$ cat config.mk
export PLATFORM = sky130hd
export DESIGN_NAME = button_debounce_click_detector_flat
export DESIGN_NICKNAME = d
export VERILOG_FILES = /design/src/design/bdcd_pkg.sv /design/src/design/bdcd_ifs.sv /design/src/design/bdcd_rem_unit.sv /design/src/design/bdcd_key_step.sv /design/src/design/button_debounce_click_detector.sv /design/src/flat_wrapper.sv
export VERILOG_INCLUDE_DIRS = /design/src /design/src/design
export SDC_FILE = /design/constraint.sdc
export NUM_CORES = 1
export LEC_CHECK = 0
export BUFFER_PORTS_ARGS = -buffer_cell sky130_fd_sc_hd__buf_4
export CORE_UTILIZATION = 40
export CTS_CLUSTER_SIZE = 25
export DETAILED_ROUTE_END_ITERATION = 8
export PLACE_DENSITY = 0.56
export SLEW_MARGIN = 20
export SYNTH_ARGS = -nofsm -noshare
export SYNTH_HDL_FRONTEND = slang
export SYNTH_SLANG_ARGS = --single-unit
$ cat constraint.sdc
create_clock -name clk -period 8.12 [get_ports clk]
set_input_delay 0.406 -clock clk [delete_from_list [all_inputs] [get_ports clk]]
set_output_delay 0.406 -clock clk [all_outputs]
set_load 0.02 [all_outputs]
$ cat src/design/button_debounce_click_detector_defines.svh
// Assertion helpers for the click detector. They expect clk and arst_n in scope.
`ifndef BUTTON_DEBOUNCE_CLICK_DETECTOR_DEFINES_SVH
`define BUTTON_DEBOUNCE_CLICK_DETECTOR_DEFINES_SVH

// The consequent must hold in the same cycle as the antecedent.
`define BDCD_ASSERT_SAME(lbl, ante, cons) \
	lbl: assert property (@(posedge clk) disable iff (!arst_n) (ante) |-> (cons)) \
		else $error("click detector check failed");

// The consequent must hold in the cycle after the antecedent.
`define BDCD_ASSERT_NEXT(lbl, ante, cons) \
	lbl: assert property (@(posedge clk) disable iff (!arst_n) (ante) |=> (cons)) \
		else $error("click detector check failed");

`endif

$ cat src/design/bdcd_pkg.sv
package bdcd_pkg;

	localparam int NUM_KEYS_DEF = 16;
	localparam int KEY_W = 16;
	localparam int KIDX_W = 4;
	localparam int EV_W = 3;
	localparam int CFG_IDX_W = 3;
	localparam int CFG_DATA_W = 16;
	localparam int TICK_W = 32;
	localparam int HOLD_W = 16;

	localparam logic [HOLD_W-1:0] HOLD_GUARD = 16'd65530;
	localparam logic [HOLD_W-1:0] HOLD_MAX = 16'hffff;

	// Register indexes on the configuration channel.
	localparam logic [CFG_IDX_W-1:0] CFG_SCAN_INTERVAL = 3'd0;
	localparam logic [CFG_IDX_W-1:0] CFG_ANALYSE_INTERVAL = 3'd1;
	localparam logic [CFG_IDX_W-1:0] CFG_IDLE_SCAN_DIVISOR = 3'd2;
	localparam logic [CFG_IDX_W-1:0] CFG_DEBOUNCE_COUNT = 3'd3;
	localparam logic [CFG_IDX_W-1:0] CFG_LONG_TICKS = 3'd4;
	localparam logic [CFG_IDX_W-1:0] CFG_SHORT_TICKS = 3'd5;

	localparam logic [7:0] SCAN_INTERVAL_RST = 8'd5;
	localparam logic [7:0] ANALYSE_INTERVAL_RST = 8'd60;
	localparam logic [7:0] IDLE_SCAN_DIVISOR_RST = 8'd6;
	localparam logic [7:0] DEBOUNCE_COUNT_RST = 8'd3;
	localparam logic [15:0] LONG_TICKS_RST = 16'd200;
	localparam logic [15:0] SHORT_TICKS_RST = 16'd60;

	// Key machine phases (low nibble of a key machine byte).
	localparam logic [3:0] PH_RELEASED = 4'd0;
	localparam logic [3:0] PH_PRESSED = 4'd1;
	localparam logic [3:0] PH_RELEASE_WAIT = 4'd2;
	localparam logic [3:0] PH_SECOND_PRESS = 4'd3;
	localparam logic [3:0] PH_LONG = 4'd5;

	typedef enum logic [EV_W-1:0] {
		EV_DOWN = 3'd0,
		EV_UP = 3'd1,
		EV_SINGLE = 3'd2,
		EV_DOUBLE = 3'd3,
		EV_LSTART = 3'd4,
		EV_LHOLD = 3'd5
	} ev_t;

	typedef struct packed {
		logic fresh;
		logic held;
		logic others;
	} key_cond_t;

	typedef struct packed {
		logic [7:0] machine;
		logic hit;
		ev_t ev;
	} key_step_t;

endpackage

$ cat src/design/bdcd_ifs.sv
interface bdcd_tick_if import bdcd_pkg::*; ();
	logic valid;
	logic ready;
	logic [KEY_W-1:0] raw_keys;

	modport source (output valid, output raw_keys, input ready);
	modport sink (input valid, input raw_keys, output ready);
endinterface

interface bdcd_event_if import bdcd_pkg::*; ();
	logic valid;
	logic ready;
	logic [KIDX_W-1:0] key_index;
	logic [EV_W-1:0] evt_code;

	modport source (output valid, output key_index, output evt_code, input ready);
	modport sink (input valid, input key_index, input evt_code, output ready);
endinterface

interface bdcd_cfg_if import bdcd_pkg::*; ();
	logic valid;
	logic ready;
	logic [CFG_IDX_W-1:0] index;
	logic [CFG_DATA_W-1:0] data;

	modport source (output valid, output index, output data, input ready);
	modport sink (input valid, input index, input data, output ready);
endinterface

$ cat src/design/bdcd_rem_unit.sv
module bdcd_rem_unit import bdcd_pkg::*; (
	input  logic              clk,
	input  logic              arst_n,
	input  logic              start,
	input  logic [TICK_W-1:0] dividend,
	input  logic [7:0]        divisor,
	output logic              busy,
	output logic              done,
	output logic [7:0]        rem
);

	logic [TICK_W-1:0] num_q;
	logic [7:0] div_q;
	logic [7:0] rem_q;
	logic [2:0] cnt_q;
	logic busy_q;
	logic done_q;
	logic [8:0] trial;
	logic [7:0] rem_next;

	// Four restoring remainder steps per cycle, most significant bits first.
	always_comb begin
		rem_next = rem_q;
		trial = '0;
		for (int i = 0; i < 4; i++) begin
			trial = {rem_next, num_q[TICK_W-1-i]};
			if (trial >= {1'b0, div_q})
				trial = trial - {1'b0, div_q};
			rem_next = trial[7:0];
		end
	end

	always_ff @(posedge clk or negedge arst_n) begin
		if (!arst_n) begin
			num_q <= '0;
			div_q <= 8'd1;
			rem_q <= '0;
			cnt_q <= '0;
			busy_q <= 1'b0;
			done_q <= 1'b0;
		end else begin
			done_q <= busy_q && !start && (cnt_q == 3'd7);
			if (start) begin
				num_q <= dividend;
				// A divisor of zero behaves as one.
				div_q <= (divisor == 8'd0) ? 8'd1 : divisor;
				rem_q <= '0;
				cnt_q <= '0;
				busy_q <= 1'b1;
			end else if (busy_q) begin
				rem_q <= rem_next;
				num_q <= num_q << 4;
				cnt_q <= cnt_q + 3'd1;
				if (cnt_q == 3'd7)
					busy_q <= 1'b0;
			end
		end
	end

	assign busy = busy_q;
	assign done = done_q;
	assign rem = rem_q;

endmodule

$ cat src/design/bdcd_key_step.sv
module bdcd_key_step import bdcd_pkg::*; (
	input  logic [7:0]        machine,
	input  key_cond_t         cond,
	input  logic [HOLD_W-1:0] hold_time,
	input  logic [15:0]       long_thresh,
	input  logic [15:0]       short_thresh,
	output key_step_t         result
);

	logic [3:0] phase;
	logic [3:0] count;
	logic [3:0] count_inc;

	always_comb begin
		// Another key's fresh press knocks this key back to released.
		phase = cond.others ? PH_RELEASED : machine[3:0];
		count = machine[7:4];
		count_inc = machine[7:4] + 4'd1;
		result.hit = 1'b0;
		result.ev = EV_DOWN;
		case (phase)
			PH_RELEASED: begin
				if (cond.fresh) begin
					result.hit = 1'b1;
					result.ev = EV_DOWN;
					count = 4'd1;
					phase = PH_PRESSED;
				end
			end
			PH_PRESSED: begin
				if (!cond.held) begin
					result.hit = 1'b1;
					result.ev = EV_UP;
					phase = PH_RELEASE_WAIT;
				end else if (hold_time > long_thresh) begin
					result.hit = 1'b1;
					result.ev = EV_LSTART;
					phase = PH_LONG;
				end
			end
			PH_RELEASE_WAIT: begin
				if (cond.fresh) begin
					result.hit = 1'b1;
					result.ev = EV_DOWN;
					count = count_inc;
					if (count_inc == 4'd2)
						phase = PH_SECOND_PRESS;
				end else if (hold_time > short_thresh) begin
					phase = PH_RELEASED;
					// Runs of three or more presses end silently.
					if (count == 4'd1) begin
						result.hit = 1'b1;
						result.ev = EV_SINGLE;
					end else if (count == 4'd2) begin
						result.hit = 1'b1;
						result.ev = EV_DOUBLE;
					end
				end
			end
			PH_SECOND_PRESS: begin
				if (!cond.held) begin
					result.hit = 1'b1;
					result.ev = EV_UP;
					phase = (hold_time < short_thresh) ? PH_RELEASE_WAIT : PH_RELEASED;
				end
			end
			PH_LONG: begin
				result.hit = 1'b1;
				if (cond.held) begin
					result.ev = EV_LHOLD;
				end else begin
					result.ev = EV_UP;
					phase = PH_RELEASED;
				end
			end
			default: begin
			end
		endcase
		result.machine = {count, phase};
	end

endmodule

$ cat src/design/button_debounce_click_detector.sv
// Button debounce and click detector. Each transfer on tick carries one sample of up to
// sixteen raw key levels; the block debounces them every scan interval (thinned by the
// idle divisor while no change is pending) and, on scan ticks that fall on an analyse
// interval, walks the per-key machines and sends at most one event (down, up, single,
// double, long start, long hold) on key_evt. One shared remainder unit, four bits per
// cycle, computes every modulo the sequencer needs. Every tick takes one remainder; a scan
// tick adds one or two more, an analysis tick adds the idle check (no walk while no key
// is held and the hold count has reached the long threshold), a walk of up to NUM_KEYS
// keys, and the hand-over of a found event to the output register. tick is not ready
// while a tick is in progress. The event waits there for its transfer while a new tick is
// taken, unless a second event is ready first. Configuration writes are always taken.
`include "button_debounce_click_detector_defines.svh"

module button_debounce_click_detector import bdcd_pkg::*; #(
	parameter int NUM_KEYS = NUM_KEYS_DEF
) (
	input logic         clk,
	input logic         arst_n,
	bdcd_tick_if.sink   tick,
	bdcd_event_if.source key_evt,
	bdcd_cfg_if.sink    cfg
);

	localparam int KM_IDX_W = (NUM_KEYS > 1) ? $clog2(NUM_KEYS) : 1;

	typedef enum logic [2:0] {
		ST_IDLE,
		ST_WAIT_SCAN,
		ST_WAIT_IDLE,
		ST_SCAN,
		ST_WAIT_ANA,
		ST_ANALYSE,
		ST_KEYS,
		ST_EMIT
	} state_t;

	state_t state_q;

	logic [7:0] scan_q;
	logic [7:0] ana_q;
	logic [7:0] idle_div_q;
	logic [7:0] dbc_q;
	logic [15:0] long_q;
	logic [15:0] short_q;

	logic [TICK_W-1:0] tick_q;
	logic [KEY_W-1:0] raw_q;
	logic [HOLD_W-1:0] hold_q;
	logic [KEY_W-1:0] stable_q;
	logic [KEY_W-1:0] cand_q;
	logic [7:0] eq_q;
	logic deb_q;
	logic [KEY_W-1:0] cur_q;
	logic [KEY_W-1:0] newp_q;
	logic [7:0] km_q [NUM_KEYS];
	logic [KIDX_W-1:0] k_q;
	ev_t pend_ev_q;

	logic out_valid_q;
	logic [KIDX_W-1:0] out_idx_q;
	ev_t out_ev_q;

	logic div_start;
	logic [TICK_W-1:0] div_dividend;
	logic [7:0] div_divisor;
	logic div_busy;
	logic div_done;
	logic [7:0] div_rem;

	logic [HOLD_W-1:0] hold_inc;
	logic [8:0] eq_inc;
	logic [KEY_W-1:0] key_bit;
	key_cond_t cond;
	key_step_t step;
	logic tick_xfer;

	assign tick.ready = (state_q == ST_IDLE);
	assign tick_xfer = tick.valid && tick.ready;
	assign cfg.ready = 1'b1;

	assign key_evt.valid = out_valid_q;
	assign key_evt.key_index = out_idx_q;
	assign key_evt.evt_code = out_ev_q;

	assign hold_inc = (hold_q == HOLD_MAX) ? hold_q : hold_q + 16'd1;
	assign eq_inc = {1'b0, eq_q} + 9'd1;

	assign key_bit = KEY_W'(1) << k_q;
	assign cond.fresh = newp_q[k_q] && cur_q[k_q];
	assign cond.held = cur_q[k_q];
	assign cond.others = (newp_q != '0) && (newp_q != key_bit);

	bdcd_key_step u_key_step (
		.machine      (km_q[k_q[KM_IDX_W-1:0]]),
		.cond         (cond),
		.hold_time    (hold_q),
		.long_thresh  (long_q),
		.short_thresh (short_q),
		.result       (step)
	);

	bdcd_rem_unit u_rem_unit (
		.clk      (clk),
		.arst_n   (arst_n),
		.start    (div_start),
		.dividend (div_dividend),
		.divisor  (div_divisor),
		.busy     (div_busy),
		.done     (div_done),
		.rem      (div_rem)
	);

	// The remainder unit is shared between the scan, idle thinning and analyse checks.
	always_comb begin
		div_start = 1'b0;
		div_dividend = tick_q;
		div_divisor = ana_q;
		case (state_q)
			ST_IDLE: begin
				if (tick_xfer) begin
					div_start = 1'b1;
					div_dividend = tick_q + 32'd1;
					div_divisor = scan_q;
				end
			end
			ST_WAIT_SCAN: begin
				if (div_done && div_rem == 8'd0 && !deb_q) begin
					div_start = 1'b1;
					div_dividend = {16'd0, hold_inc};
					div_divisor = idle_div_q;
				end
			end
			ST_WAIT_IDLE: begin
				if (div_done && div_rem != 8'd0)
					div_start = 1'b1;
			end
			ST_SCAN: begin
				div_start = 1'b1;
			end
			default: begin
			end
		endcase
	end

	always_ff @(posedge clk or negedge arst_n) begin
		if (!arst_n) begin
			scan_q <= SCAN_INTERVAL_RST;
			ana_q <= ANALYSE_INTERVAL_RST;
			idle_div_q <= IDLE_SCAN_DIVISOR_RST;
			dbc_q <= DEBOUNCE_COUNT_RST;
			long_q <= LONG_TICKS_RST;
			short_q <= SHORT_TICKS_RST;
		end else if (cfg.valid) begin
			case (cfg.index)
				CFG_SCAN_INTERVAL:     scan_q <= cfg.data[7:0];
				CFG_ANALYSE_INTERVAL:  ana_q <= cfg.data[7:0];
				CFG_IDLE_SCAN_DIVISOR: idle_div_q <= cfg.data[7:0];
				CFG_DEBOUNCE_COUNT:    dbc_q <= cfg.data[7:0];
				CFG_LONG_TICKS:        long_q <= cfg.data;
				CFG_SHORT_TICKS:       short_q <= cfg.data;
				default: begin
				end
			endcase
		end
	end

	always_ff @(posedge clk or negedge arst_n) begin
		if (!arst_n) begin
			state_q <= ST_IDLE;
			tick_q <= '0;
			raw_q <= '0;
			hold_q <= '0;
			stable_q <= '0;
			cand_q <= '0;
			eq_q <= '0;
			deb_q <= 1'b0;
			cur_q <= '0;
			newp_q <= '0;
			for (int i = 0; i < NUM_KEYS; i++)
				km_q[i] <= '0;
			k_q <= '0;
			pend_ev_q <= EV_DOWN;
			out_valid_q <= 1'b0;
			out_idx_q <= '0;
			out_ev_q <= EV_DOWN;
		end else begin
			if (state_q == ST_EMIT && (!out_valid_q || key_evt.ready))
				out_valid_q <= 1'b1;
			else if (out_valid_q && key_evt.ready)
				out_valid_q <= 1'b0;
			case (state_q)
				ST_IDLE: begin
					if (tick_xfer) begin
						tick_q <= tick_q + 32'd1;
						raw_q <= tick.raw_keys;
						state_q <= ST_WAIT_SCAN;
					end
				end
				ST_WAIT_SCAN: begin
					if (div_done) begin
						if (div_rem != 8'd0) begin
							state_q <= ST_IDLE;
						end else begin
							hold_q <= hold_inc;
							state_q <= deb_q ? ST_SCAN : ST_WAIT_IDLE;
						end
					end
				end
				ST_WAIT_IDLE: begin
					// Off the thinned scans the sample is skipped, the analyse check is not.
					if (div_done)
						state_q <= (div_rem == 8'd0) ? ST_SCAN : ST_WAIT_ANA;
				end
				ST_SCAN: begin
					if (raw_q != stable_q) begin
						if (raw_q != cand_q) begin
							deb_q <= 1'b1;
							eq_q <= '0;
							cand_q <= raw_q;
						end else if (eq_inc >= {1'b0, dbc_q}) begin
							stable_q <= raw_q;
							eq_q <= '0;
							hold_q <= 16'd1;
							deb_q <= 1'b0;
						end else begin
							deb_q <= 1'b1;
							eq_q <= eq_inc[7:0];
						end
					end else begin
						eq_q <= '0;
						cand_q <= raw_q;
					end
					state_q <= ST_WAIT_ANA;
				end
				ST_WAIT_ANA: begin
					if (div_done)
						state_q <= (div_rem == 8'd0) ? ST_ANALYSE : ST_IDLE;
				end
				ST_ANALYSE: begin
					if (hold_q >= long_q && cur_q == '0) begin
						if (hold_q > HOLD_GUARD)
							hold_q <= long_q;
						state_q <= ST_IDLE;
					end else begin
						newp_q <= stable_q & (stable_q ^ cur_q);
						cur_q <= stable_q;
						k_q <= '0;
						state_q <= ST_KEYS;
					end
				end
				ST_KEYS: begin
					km_q[k_q[KM_IDX_W-1:0]] <= step.machine;
					if (step.hit) begin
						pend_ev_q <= step.ev;
						state_q <= ST_EMIT;
					end else if (k_q == KIDX_W'(NUM_KEYS - 1)) begin
						state_q <= ST_IDLE;
					end else begin
						k_q <= k_q + 4'd1;
					end
				end
				ST_EMIT: begin
					if (!out_valid_q || key_evt.ready) begin
						out_idx_q <= k_q;
						out_ev_q <= pend_ev_q;
						state_q <= ST_IDLE;
					end
				end
				default: begin
					state_q <= ST_IDLE;
				end
			endcase
		end
	end

	`BDCD_ASSERT_SAME(a_div_not_restarted, div_start, !div_busy)
	`BDCD_ASSERT_SAME(a_key_walk_in_range, state_q == ST_KEYS, {1'b0, k_q} < (KIDX_W+1)'(NUM_KEYS))
	`BDCD_ASSERT_SAME(a_accept_restarts_hold, $fell(deb_q), hold_q == 16'd1)
	`BDCD_ASSERT_NEXT(a_emit_leaves_result, state_q == ST_EMIT && !out_valid_q, out_valid_q)

endmodule
$ cat src/flat_wrapper.sv
// flat-port wrapper written by rule: the top's interface ports become plain ports
module button_debounce_click_detector_flat import bdcd_pkg::*;
#(
	parameter int NUM_KEYS = NUM_KEYS_DEF
)
  (clk, arst_n, tick_valid, tick_raw_keys, tick_ready, key_evt_valid, key_evt_key_index, key_evt_evt_code, key_evt_ready, cfg_valid, cfg_index, cfg_data, cfg_ready);
  bdcd_tick_if tick_i ();
  bdcd_event_if key_evt_i ();
  bdcd_cfg_if cfg_i ();
  input logic clk;
  input logic arst_n;
  input wire logic [$bits(tick_i.valid)-1:0] tick_valid;
  input wire logic [$bits(tick_i.raw_keys)-1:0] tick_raw_keys;
  output wire logic [$bits(tick_i.ready)-1:0] tick_ready;
  output wire logic [$bits(key_evt_i.valid)-1:0] key_evt_valid;
  output wire logic [$bits(key_evt_i.key_index)-1:0] key_evt_key_index;
  output wire logic [$bits(key_evt_i.evt_code)-1:0] key_evt_evt_code;
  input wire logic [$bits(key_evt_i.ready)-1:0] key_evt_ready;
  input wire logic [$bits(cfg_i.valid)-1:0] cfg_valid;
  input wire logic [$bits(cfg_i.index)-1:0] cfg_index;
  input wire logic [$bits(cfg_i.data)-1:0] cfg_data;
  output wire logic [$bits(cfg_i.ready)-1:0] cfg_ready;
  assign tick_i.valid = tick_valid;
  assign tick_i.raw_keys = tick_raw_keys;
  assign tick_ready = tick_i.ready;
  assign key_evt_valid = key_evt_i.valid;
  assign key_evt_key_index = key_evt_i.key_index;
  assign key_evt_evt_code = key_evt_i.evt_code;
  assign key_evt_i.ready = key_evt_ready;
  assign cfg_i.valid = cfg_valid;
  assign cfg_i.index = cfg_index;
  assign cfg_i.data = cfg_data;
  assign cfg_ready = cfg_i.ready;
  button_debounce_click_detector #(.NUM_KEYS(NUM_KEYS)) u_core (.clk(clk), .arst_n(arst_n), .tick(tick_i), .key_evt(key_evt_i), .cfg(cfg_i));
endmodule
* After elaboration in Yosys (flattened, before gate mapping) *
Index checks and enable logic that the tools add are counted.
Widths: inputs -> output; s select.

storage, ports and cells
  memories kept = 0
  register bits = 400
  bits in writable memories = 0
  memory bits (read-only) = 0
  bits in latches = 0

cells by class
  magnitude comparators = 13
  shifts and indexed selects = 1
  multiply operators = 0
  reduce and logical (&&, ||, !) cells = 44
  equal/unequal tests = 41
  bitwise logic cells = 5
  $add $sub $neg = 10
  multiplexer cells = 93
  div/mod/pow operators = 0

operators by type and width
  operator               number
  $mux 16                10
  $bwmux 128             1
  $mux 32                4
  $mux 8                 15
  $mux 4                 22
  $pmux 32 s2            1
  $ne 16x16->1           3
  $pmux 16 s3            1
  $ge 9x8->1             5
  $mux 3                 14
  $pmux 4 s5             2
  $add 32x1->32 const B  1
  $bmux 8 s4             1
  $demux 8 s4            1
  $gt 16x16->1           2
  $sub 8x8->8            4
  $pmux 3 s8             1
  $reduce_and 2->1       12
  $ne 2x2->1 const B     11
  $eq 3x3->1 const B     7
  $add 16x1->16 const B  1
  $and 16x16->16         1
  $eq 16x16->1 const B   1
  $eq 4x2->1 const B     4
  other kinds (40)       82

* Logic depth before layout (Yosys ltp) *
Gate-level depths: netlist of the first run.

  depth in word-level cells = 12
  gate-level depth with buffers = 38
  mapped depth without buffers = 36

* Hierarchy *
From an unflattened synthesis of the first run, not the netlist that was laid out.

second synthesis, totals
  cell total of the unflattened synthesis = 2158
  area, all modules = 23176.0 um^2

modules (own cells, without submodules)
  module                          area each (um^2)  cells each  sequential area each (um^2)  instances
  button_debounce_click_detector  17762.0           1507        8704.6                       1
  bdcd_rem_unit                   4106.4            465         1327.5                       1
  bdcd_key_step                   1307.5            186         0.0                          1

* Worst setup path after synthesis of the first run *
OpenSTA, ideal clock, no wires.

  path type = flip-flop to flip-flop
  start = reg u_core.u_rem_unit.div_q[4]
  end = reg u_core.u_rem_unit.rem_q[7] (netlist: u_core.u_rem_unit.rem[7])
  stages on the path, launching flop included = 37
  period minus slack after synthesis = 8.413 ns
  arrival = 8.286 ns
  path slack = -0.293 ns
  library setup time = 0.126 ns
  data required time = 7.994 ns
  cell sequence = dfrtp_1 inv_1 ha_1 a21o_1 a31o_2 o31ai_1 clkbuf_1 mux2_2 ha_1 and3_1 o21a_1 a211oi_1 o21ai_0 nor2_1 mux2_2 inv_1 ha_1 nor2b_1 o211ai_1 a31oi_1 o21a_1 o21a_1 or3_1 clkbuf_1 clkbuf_1 nand2_1 a21boi_0 ha_1 nor2b_1 o21ai_0 a21boi_0 o21ai_0 a21oi_1 o32ai_1 o311a_1 nor3_2 a221o_1

on the way
  cells in the longest elaborated chain, start to end = 10

RTL lines
  what                                       RTL line                                  text
  start, declared                            bdcd_rem_unit.sv:13                       logic [7:0] div_q;
  start signal, assigned                     bdcd_rem_unit.sv:46                       div_q <= (divisor == 8'd0) ? 8'd1 : divisor;
  $sub 8x8->8 or $ge 9x8->1 (tied branches)  bdcd_rem_unit.sv:28, bdcd_rem_unit.sv:27
  $mux 8                                     bdcd_rem_unit.sv:27                       if (trial >= {1'b0, div_q})
  $sub 8x8->8 or $ge 9x8->1 (tied branches)  bdcd_rem_unit.sv:28, bdcd_rem_unit.sv:27
  $mux 8                                     bdcd_rem_unit.sv:27
  $sub 8x8->8 or $ge 9x8->1 (tied branches)  bdcd_rem_unit.sv:28, bdcd_rem_unit.sv:27
  $mux 8                                     bdcd_rem_unit.sv:27
  $sub 8x8->8 or $ge 9x8->1 (tied branches)  bdcd_rem_unit.sv:28, bdcd_rem_unit.sv:27
  $mux 8 *                                   bdcd_rem_unit.sv:27
  $mux 8 *                                   bdcd_rem_unit.sv:50                       end else if (busy_q) begin
  $mux 8 *                                   bdcd_rem_unit.sv:43                       if (start) begin
  end signal, assigned                       bdcd_rem_unit.sv:51                       rem_q <= rem_next;
  end, declared                              bdcd_rem_unit.sv:14                       logic [7:0] rem_q;

Mark *: on every way between the ends. The rest lies on a longest branch, timed or not. The select of a mux whose other input is x is not followed.
A chain may end at the register's enable or synchronous reset.

* Worst setup path in the final report of the first run *
  start = reg u_core.u_rem_unit.rem_q[5] (netlist: u_core.u_rem_unit.rem[5])
  end = reg u_core.u_rem_unit.rem_q[7] (netlist: u_core.u_rem_unit.rem[7])

on the way
  cells in the longest elaborated chain, start to end = 10

RTL lines
  what                                       RTL line
  $sub 8x8->8 or $ge 9x8->1 (tied branches)  bdcd_rem_unit.sv:28, bdcd_rem_unit.sv:27
  $mux 8                                     bdcd_rem_unit.sv:27
  $sub 8x8->8 or $ge 9x8->1 (tied branches)  bdcd_rem_unit.sv:28, bdcd_rem_unit.sv:27
  $mux 8                                     bdcd_rem_unit.sv:27
  $ge 9x8->1 or $sub 8x8->8 (tied branches)  bdcd_rem_unit.sv:27, bdcd_rem_unit.sv:28
  $mux 8                                     bdcd_rem_unit.sv:27
  $sub 8x8->8 or $ge 9x8->1 (tied branches)  bdcd_rem_unit.sv:28, bdcd_rem_unit.sv:27
  $mux 8                                     bdcd_rem_unit.sv:27
  $mux 8                                     bdcd_rem_unit.sv:50
  $mux 8                                     bdcd_rem_unit.sv:43

Several ways; a longest one is shown, not always the timed one. The select of a mux whose other input is x is not followed.

==> run metrics, run 1 <==
antenna-violating nets left=0; Die Wd=237 um; arrival time worst endpoint=8.16 ns; Total GRT Usage=20.8%; # H-tree levels=2; EDFF count, synth=0; post-detail-place hpwl=40.1 mm; Seq/Total Area, Yosys=45.3%; top cells by area, synth=dfrtp_1, mux2_2, nand2_1; cts bufs inserted=44; drc violations=0; WL/cell=19.6 um; Die Ht=237 um; Synth area leader=dfrtp_1; CTS root buffer=clkbuf_16; first-pass GRT wire length=93.4 mm; async set or reset register ratio after synthesis=100%; non-filler cells in the finished layout=2,933; TritonCTS clock tree=built; worst skew pair latency=0.58 ns; # Max-Cap Violations=0; DRT Wirelength=57.4 mm; Slowest-stage cell, CP=dfrtp_1; share of layout cells above drive strength 1=19.0%; Synth cell types=82; dpl cells=2,844; CP max stage delay=0.45 ns; CTS Buffer Depth=3; Yosys Warn Count=0; final hold viol count=0; Critical Path Sink Type=flop; worst setup path class=flop to flop; placed cell area=0.0233 mm^2; HP Class=input port to flop; TNS Setup=0 ns; I/O pin cnt=50; Placeable Area=0.0542 mm^2; worst-margin pin slew=1.19 ns; Critical Path RT=8.57 ns; post-synthesis net count=2,298; initial core utilization=40.9%; fmax=130 MHz; vias=16,500; family with the most delay on the worst path=compound AO/OA/AOI/OAI gates; Main synth FF type=dfrtp_1; Startpoint Class=flop; Setup WS post-layout=0.411 ns; most common cell in the netlist=dfrtp_1; Synth Instances=2,165; Synth Cell Area=0.0222 mm^2; DRT Pass-1 Iters=6; vias in the first global route=16,600; Clock Pin Slew Worst Setup and Hold Paths=0.06 ns; fin nets=2,342; # setup viols final=0; FP Rows=85; pre-CTS setup slack=-0.0936 ns; Synth top cells by count=dfrtp_1, nand2_1, mux2_2, o21ai_0, nor2_1; unrepaired setup endpoints after global routing=no; post-synth top area share=43.1%; routability congestion estimate=0.932; total global routing overflow=0; DRT iter0 DRCs=1,051; initial antenna violation count=2; Worst Path Max Fanout=6; Period Utilization, post-route=94.9%; largest net degree at the start of global routing=164; Die Footprint=0.0563 mm^2; number of diodes=0; final worst path period need=7.71 ns; Sink Count=400; fin area=0.0249 mm^2; synth-to-layout area growth=12.4%; crit path buf inv count=2; Fin Clk Skew=0.0210 ns; register bit total from synthesis=400; Slew headroom=20.0%; outcome=completed; # port buffers=48; syn avg cell area=10.2 um^2; routed vias/inst=5.62; max-slew violations=0
==> kinds of logic after synthesis <==
| group | Yosys count | synth area share, % |
|---|---|---|
| other cells | 1 | 0.0169 |
| compound gates | 441 | 12.7 |
| flops | 400 | 45.3 |
| fa+ha+maj | 93 | 5.39 |
| mux | 242 | 14.4 |
| buf+inv | 198 | 3.62 |
| xor+xnor | 98 | 3.87 |
| simple gates | 692 | 14.7 |
==> per-stage QoR <==
stage               util, %  hold slack [ns]
floorplan                 -            0.110
global route           45.9           0.0247
CTS                    45.8          0.00221
global placement       43.0            0.451
detailed placement     43.0            0.460
finish                 45.9           0.0297
==> what timing repair did <==
| item | CTS | global route |
|---|---|---|
| buffers inserted | 0 | 5 |
| pin swaps | 0 | 4 |
| setup endpoints to repair | 6 | 8 |
| hold buffers | 10 | 0 |
| hold endpoints to repair | 81 | 0 |
| gates cloned | 0 | 0 |
| gates resized for setup | 4 | 15 |
==> cell usage in the layout (no fill, tap or decap), types with 19 or more instances in the layout <==
cell and n:
ha_1 88, xor2_1 50, nand4_1 28, mux4_2 36, nand2_1 313, dfrtp_1 379, mux2_2 165, mux2i_1 34
inv_1 87, nor2_1 111, nand3b_1 23, clkbuf_16 45, nand3_1 69, o31ai_1 22, buf_4 93, a21oi_1 84
a31oi_1 19, a22o_1 19, xnor2_1 48, o21ai_0 148, and3_1 23
==> final cells by class <==
class	count	area [um^2]
fillers	5117	29300
multi-input cells	1567	11400
flip-flops and latches	400	10000
clock buffers	63	1280
well taps	696	871
repair buffers	105	833
inverters	91	345
clock inverters	11	140
==> final timing paths <==
kind | startpoint | to | slack [ns] | cells after the start
worst max-delay path | u_core.u_rem_unit.rem[5] | u_core.u_rem_unit.rem[7] | 0.41 | 34
worst min-delay path | tick_raw_keys[6] | u_core.raw_q[6] | 0.03 | 3
worst min register to register | u_core.km_q[67] | u_core.km_q[67] | 0.47 | 2
max in group asynchronous | arst_n | u_core.km_q[15] | 6.06 | 3
worst max register to register | u_core.u_rem_unit.rem[5] | u_core.u_rem_unit.rem[7] | 0.41 | 34
min in group asynchronous | arst_n | u_core.u_rem_unit.rem[3] | 0.49 | 2
==> per-layer routing <==
layer  vias up  share of wire (%)  track usage, %
met4         4                1.7            5.49
met3        75                4.1            2.72
met1      8207                 46            28.9
li1       7864                  -               -
met2       339                 48            34.2
met5         -              0.044               0
==> sequential cells by signal (all words and copies together), names as in the netlist, 16 cells and up <==
| name | cells |
|---|---|
| u_core.km_q | 128 |
| u_core.newp_q | 16 |
| u_core.u_rem_unit.num_q | 32 |
| u_core.stable_q | 16 |
| u_core.raw_q | 16 |
| u_core.long_q | 16 |
| u_core.tick_q | 32 |
| u_core.cand_q | 16 |
| u_core.short_q | 16 |
| u_core.hold_q | 16 |
| u_core.cur_q | 16 |
==> worst reg2reg max path: cells and delay by family, from the launching register on <==
kind,cells,cell delay [ns]
flip-flops,1,0.45
AND/OR/NAND/NOR,8,1.20
adder cells (fa/ha/maj),4,1.23
multiplexers,1,0.39
AO/OA/AOI/OAI,19,4.04
buffers and inverters,2,0.29
Power of run 1 is left out: the tool's default activity adds up to more than one toggle a clock period on the data nets, which glitch-free logic cannot reach.
==> inputs of run 2 (changes only) <==
==> constraint.sdc (replaced) <==
create_clock -name clk -period 8.12 [get_ports clk]
set_input_delay 0.812 -clock clk [delete_from_list [all_inputs] [get_ports clk]]
set_output_delay 0.812 -clock clk [all_outputs]
set_load 0.02 [all_outputs]
==> run 2 against run 1 <==
Effect of this change: core utilization decreased by 0.13 points; maximum frequency decreased by 0.11%; non-clock buffer count decreased by 12; final area decreased by 0.28%; clock-buffer cell count increased by 1; cell count decreased by 0.27%; critical path depth decreased by 2; global-route usage about the same; worst setup slack got worse by 0.0087 ns; first-iteration DRC count increased by 1.2%; clock skew increased by 0.0083 ns; die area unchanged; critical endpoint unchanged.
==> run metrics, run 2 (synthesis results as in run 1) <==
vias in the first global route=16,500 (-1.1%); Total GRT Usage=20.8% (-0.041 points); CP endpoint=u_core.u_rem_unit.rem[7]; initial antenna violation count=2 (unchanged); synth-to-layout area growth=12.1%; wl on met1=27.1 mm (+1.5%); Startpoint Class=flop; Setup WS post-layout=0.402 ns (-0.00865 ns); Die Wd=237 um (unchanged); FP Rows=85 (unchanged); CTS Buffer Depth=3 (unchanged); wire length on met2=27.0 mm (-1.4%); # setup viols final=0 (unchanged); Hold Slack=0.208 ns (+0.178 ns); fmax=130 MHz (-0.11%); max-slew violations=0 (unchanged); antenna-violating nets left=0 (unchanged); DRT iter0 DRCs=1,064 (+1.2%); total global routing overflow=0 (unchanged); vias=16,400 (-0.45%); WL/cell=19.7 um (+0.69%); DRT Pass-1 Iters=5 (-1); Die Footprint=0.0563 mm^2 (unchanged); DRT Wirelength=57.7 mm (+0.42%); biggest regs=u_core.km_q: 128 flops, u_core.tick_q: 32 flops, u_core.u_rem_unit.num_q: 32 flops; commonest non-fill, non-tap cell in the layout=dfrtp_1; number of diodes=0 (unchanged); largest net degree at the start of global routing=164 (unchanged); CP max stage delay=0.46 ns (about the same); Critical Path Sink Type=flop; Placeable Area=0.0542 mm^2 (unchanged); post-detail-place hpwl=40.2 mm (about the same); share of layout cells above drive strength 1=19.2% (+0.25 points); pre-CTS setup slack=-0.0410 ns (+0.0526 ns); worst-margin pin slew=1.16 ns (-0.0283 ns); routability congestion estimate=0.928 (-0.44%); routed vias/inst=5.61 (-0.18%); outcome=completed; HP Class=input port to async pin; CP dominant cell by count=ha_1; CTS root buffer=clkbuf_16; FF-to-FF Start=u_core.u_rem_unit.rem[5]; max reg flops=128 (unchanged); worst setup path class=flop to flop; Clock Pin Slew Worst Setup and Hold Paths=0.06 ns (about the same); Sink Count=400 (unchanged); Crit Reg-Reg Endpoint=u_core.u_rem_unit.rem[7]; fin nets=2,330 (-0.51%); Period Utilization, post-route=95.0% (+0.11 points); TNS Setup=0 ns (unchanged); most flop-heavy register=u_core.km_q; # Max-Cap Violations=0 (unchanged); Fin Clk Skew=0.0293 ns (+0.00829 ns); drc violations=0 (unchanged); final core utilization=45.8% (-0.13 points); I/O pin cnt=50 (unchanged); max layer used=met5; Worst R2R Path Depth=32 (-5.9%); final hold viol count=0 (unchanged); Worst Path Max Fanout=6 (unchanged); r2r setup slk=0.40 ns (about the same); Slew headroom=21.9% (+1.9 points); # port buffers=48 (unchanged); first-pass GRT wire length=92.8 mm (-0.65%); most frequent cells in the layout=dfrtp_1, nand2_1, mux2_2, o21ai_0, nor2_1; cts bufs inserted=44 (unchanged); arrival time worst endpoint=8.18 ns (+0.02 ns); Die Ht=237 um (unchanged); Slowest-stage cell, CP=dfrtp_1; worst skew pair latency=0.59 ns (about the same); # H-tree levels=2 (unchanged); final worst path period need=7.72 ns (+0.00865 ns); met3 WL=2.40 mm (+1.9%); TritonCTS clock tree=built; initial core utilization=40.9% (unchanged); crit path from=u_core.u_rem_unit.rem[5]; Critical Path RT=8.58 ns (about the same)
==> run 2: changes by cell type in the layout (fill, tap and decap cells not counted), moves of 2 or more <==
cell | previous run | this run
o21ai_1 | 6 | 3
buf_4 | 93 | 90
o21ai_2 | 1 | 3
clkinv_2 | 5 | 8
a21boi_1 | 2 | 0
dlygate4sd3_1 | 10 | 0
clkbuf_1 | 9 | 11
==> run 2: worst min path at each step <==
stage | from | end | slack, ns | cells after the start
after CTS | arst_n | u_core.tick_q[31] | 0.22 | 1
final | arst_n | u_core.tick_q[31] | 0.21 | 1
after global routing | arst_n | u_core.u_rem_unit.div_q[4] | 0.26 | 1
after global placement | u_core.km_q[51] | u_core.km_q[51] | 0.45 | 2
after floorplan | u_core.km_q[35] | u_core.km_q[35] | 0.44 | 2
after detailed placement | u_core.km_q[99] | u_core.km_q[99] | 0.46 | 2
==> run 2: what timing repair did <==
item | in CTS | in global routing
endpoints found under the hold margin | 0 | 0
endpoints found under the setup margin | 6 | 8
hold buffers | 0 | 0
pin swaps | 1 | 7
setup buffers | 0 | 4
resized for setup | 3 | 17
==> run 2: critical path: cells and delay by family (launching register included) <==
kind / cells / cell delay, ns
DFF: 1 / 0.46
and+or+nand+nor: 7 / 1.16
muxes: 2 / 0.80
AOI/OAI and AO/OA: 18 / 3.91
buffers and inverters: 1 / 0.08
adders and majority gates: 4 / 1.16
==> run 2: stage by stage <==
step / area, um^2 / cells
floorplan: 22200 / 2165
global placement: 23300 / 2843
detailed placement: 23300 / 2843
CTS: 24800 / 2921
global route: 24800 / 2925
finish: 24800 / 2925
==> run 2: per-layer routing <==
layer  up-vias  GRT usage (%)
met5         -              0
met4         4           5.34
met3        80           3.21
met2       335           33.3
met1      8166           29.3
li1       7829              -
==> run 2: area by class of cell <==
cell class / instances / area [um^2]
clock buffer: 64 / 1280
clock inverter: 14 / 155
fill: 5120 / 29400
inverter: 91 / 342
multi-input combinational: 1567 / 11400
sequential: 400 / 10000
tap: 696 / 871
timing repair buffer: 93 / 731
Power of run 2 is left out for the same reason.
==> inputs of run 3 (changes only) <==
- CTS_BUF_LIST: not set -> sky130_fd_sc_hd__clkbuf_16
==> run 3 against run 2 <==
Effect of this change: core utilization fell by 0.15 points; global-route usage is essentially flat; clock skew about the same; non-clock buffer count is the same; worst hold slack better by 0.0031 ns; die area unchanged; cell count did not move; first-iteration DRC count is 4.1% higher; via count increased by 0.29%; maximum frequency is 0.11% lower; register-to-register slack hardly changed; clock-buffer cell count decreased by 19; critical endpoint unchanged.
==> run metrics, run 3 (synthesis results as in run 1) <==
commonest non-fill, non-tap cell in the layout=dfrtp_1; TritonCTS clock tree=built; Startpoint Class=flop; Die Ht=237 um (unchanged); final core utilization=45.7% (-0.15 points); fmax=129 MHz (-0.11%); synth-to-layout area growth=11.8%; Critical Path RT=8.59 ns (about the same); FP Rows=85 (unchanged); dpl cells=2,843 (unchanged); placed cell area=0.0233 mm^2 (unchanged); max-slew violations=0 (unchanged); WL/cell=19.7 um (about the same); post-detail-place hpwl=40.2 mm (unchanged); vias=16,500 (+0.29%); routed vias/inst=5.63 (+0.29%); biggest regs=u_core.km_q: 128 flops, u_core.tick_q: 32 flops, u_core.u_rem_unit.num_q: 32 flops; DRT Wirelength=57.7 mm (about the same); worst skew pair latency=0.59 ns (about the same); Fin Clk Skew=0.0290 ns (-0.000348 ns); drc violations=0 (unchanged); arrival time worst endpoint=8.19 ns (about the same); initial core utilization=40.9% (unchanged); initial antenna violation count=2 (unchanged); worst setup path class=flop to flop; largest net degree at the start of global routing=164 (unchanged); Die Footprint=0.0563 mm^2 (unchanged); Slowest-stage cell, CP=dfrtp_1; Period Utilization, post-route=95.2% (+0.10 points); fin area=0.0248 mm^2 (-0.32%); r2r setup slk=0.39 ns (about the same); Total GRT Usage=20.7% (about the same); Placeable Area=0.0542 mm^2 (unchanged); I/O pin cnt=50 (unchanged); CP dominant cell by count=ha_1; crit path from=u_core.u_rem_unit.rem[5]; vias in the first global route=16,400 (-0.13%); non-filler cells in the finished layout=2,925 (unchanged); # setup viols final=0 (unchanged); final hold viol count=0 (unchanged); Worst Path Max Fanout=6 (unchanged); Hold Buf Count CTS=0 (unchanged); final worst path period need=7.73 ns (+0.00843 ns); first-pass GRT wire length=92.7 mm (about the same); share of layout cells above drive strength 1=18.9% (-0.36 points); # port buffers=48 (unchanged); most flop-heavy register=u_core.km_q; # H-tree levels=2 (unchanged); HP Class=input port to async pin; antenna-violating nets left=0 (unchanged); Die Wd=237 um (unchanged); routability congestion estimate=0.928 (unchanged); DRT Pass-1 Iters=6 (+1); FF-to-FF Start=u_core.u_rem_unit.rem[5]; Sink Count=400 (unchanged); cts bufs inserted=44 (unchanged); # Max-Cap Violations=0 (unchanged); outcome=completed; CTS root buffer=clkbuf_16; Critical Path Sink Type=flop; CTS Buffer Depth=3 (unchanged); max reg flops=128 (unchanged); worst-margin pin slew=1.19 ns (+0.0332 ns); number of diodes=0 (unchanged); CP max stage delay=0.46 ns (about the same); most frequent cells in the layout=dfrtp_1, nand2_1, mux2_2, o21ai_0, nor2_1; total global routing overflow=0 (unchanged); fin nets=2,330 (unchanged); Clock Pin Slew Worst Setup and Hold Paths=0.06 ns (about the same); Slew headroom=19.6% (-2.2 points); DRT iter0 DRCs=1,108 (+4.1%)
-- run 3: layer usage --
| metal | vias up | share of wire, % | track usage, % |
|---|---|---|---|
| li1 | 7839 | - | - |
| met1 | 8188 | 47 | 29.3 |
| met2 | 350 | 47 | 33.3 |
| met3 | 80 | 4.2 | 3.21 |
| met4 | 4 | 2.0 | 5.34 |
| met5 | - | 0.047 | 0 |
-- run 3: cell type report --
| cell class | count | area, um^2 |
|---|---|---|
| Multi-Input combinational cell | 1567 | 11400 |
| Timing Repair Buffer | 93 | 731 |
| Clock buffer | 45 | 1130 |
| Clock inverter | 33 | 226 |
| Tap cell | 696 | 871 |
| Inverter | 91 | 342 |
| Sequential cell | 400 | 10000 |
| Fill cell | 5136 | 29500 |
-- run 3: worst paths after layout --
path / end / depth (start not counted)
setup / recovery: u_core.u_rem_unit.rem[7] / 32
hold / removal: u_core.u_rem_unit.rem[4] / 1
setup reg to reg: u_core.u_rem_unit.rem[7] / 32
hold reg to reg: u_core.km_q[67] / 2
max in group asynchronous: u_core.k_q[0] / 2
min in group clk: u_core.raw_q[1] / 3
-- run 3: metrics by stage --
step | hold WS, ns | worst slack (ns) | TNS, ns
final | 0.211 | 0.394 | 0
after global routing | 0.256 | -0.0130 | -0.0165
after CTS | 0.219 | 0.00820 | 0
after detailed placement | 0.461 | -0.0410 | -0.125
after global placement | 0.452 | 0.153 | 0
after floorplan | 0.438 | 0.0537 | 0
-- run 3: what timing repair did --
action                                  in CTS  in global routing
setup buffers                                0                  4
endpoints found under the setup margin       6                  8
resized for setup                            3                 17
pin swaps                                    1                  7
gates cloned                                 0                  0
-- run 3: critical path, delay by kind of cell (launching register included) --
kind | cells | cell delay (ns)
AO/OA/AOI/OAI | 18 | 3.93
adder cells (fa/ha/maj) | 4 | 1.15
buffers and inverters | 1 | 0.08
flip-flops | 1 | 0.46
multiplexers | 2 | 0.80
AND/OR/NAND/NOR | 7 | 1.16
Power of run 3 is left out for the same reason.
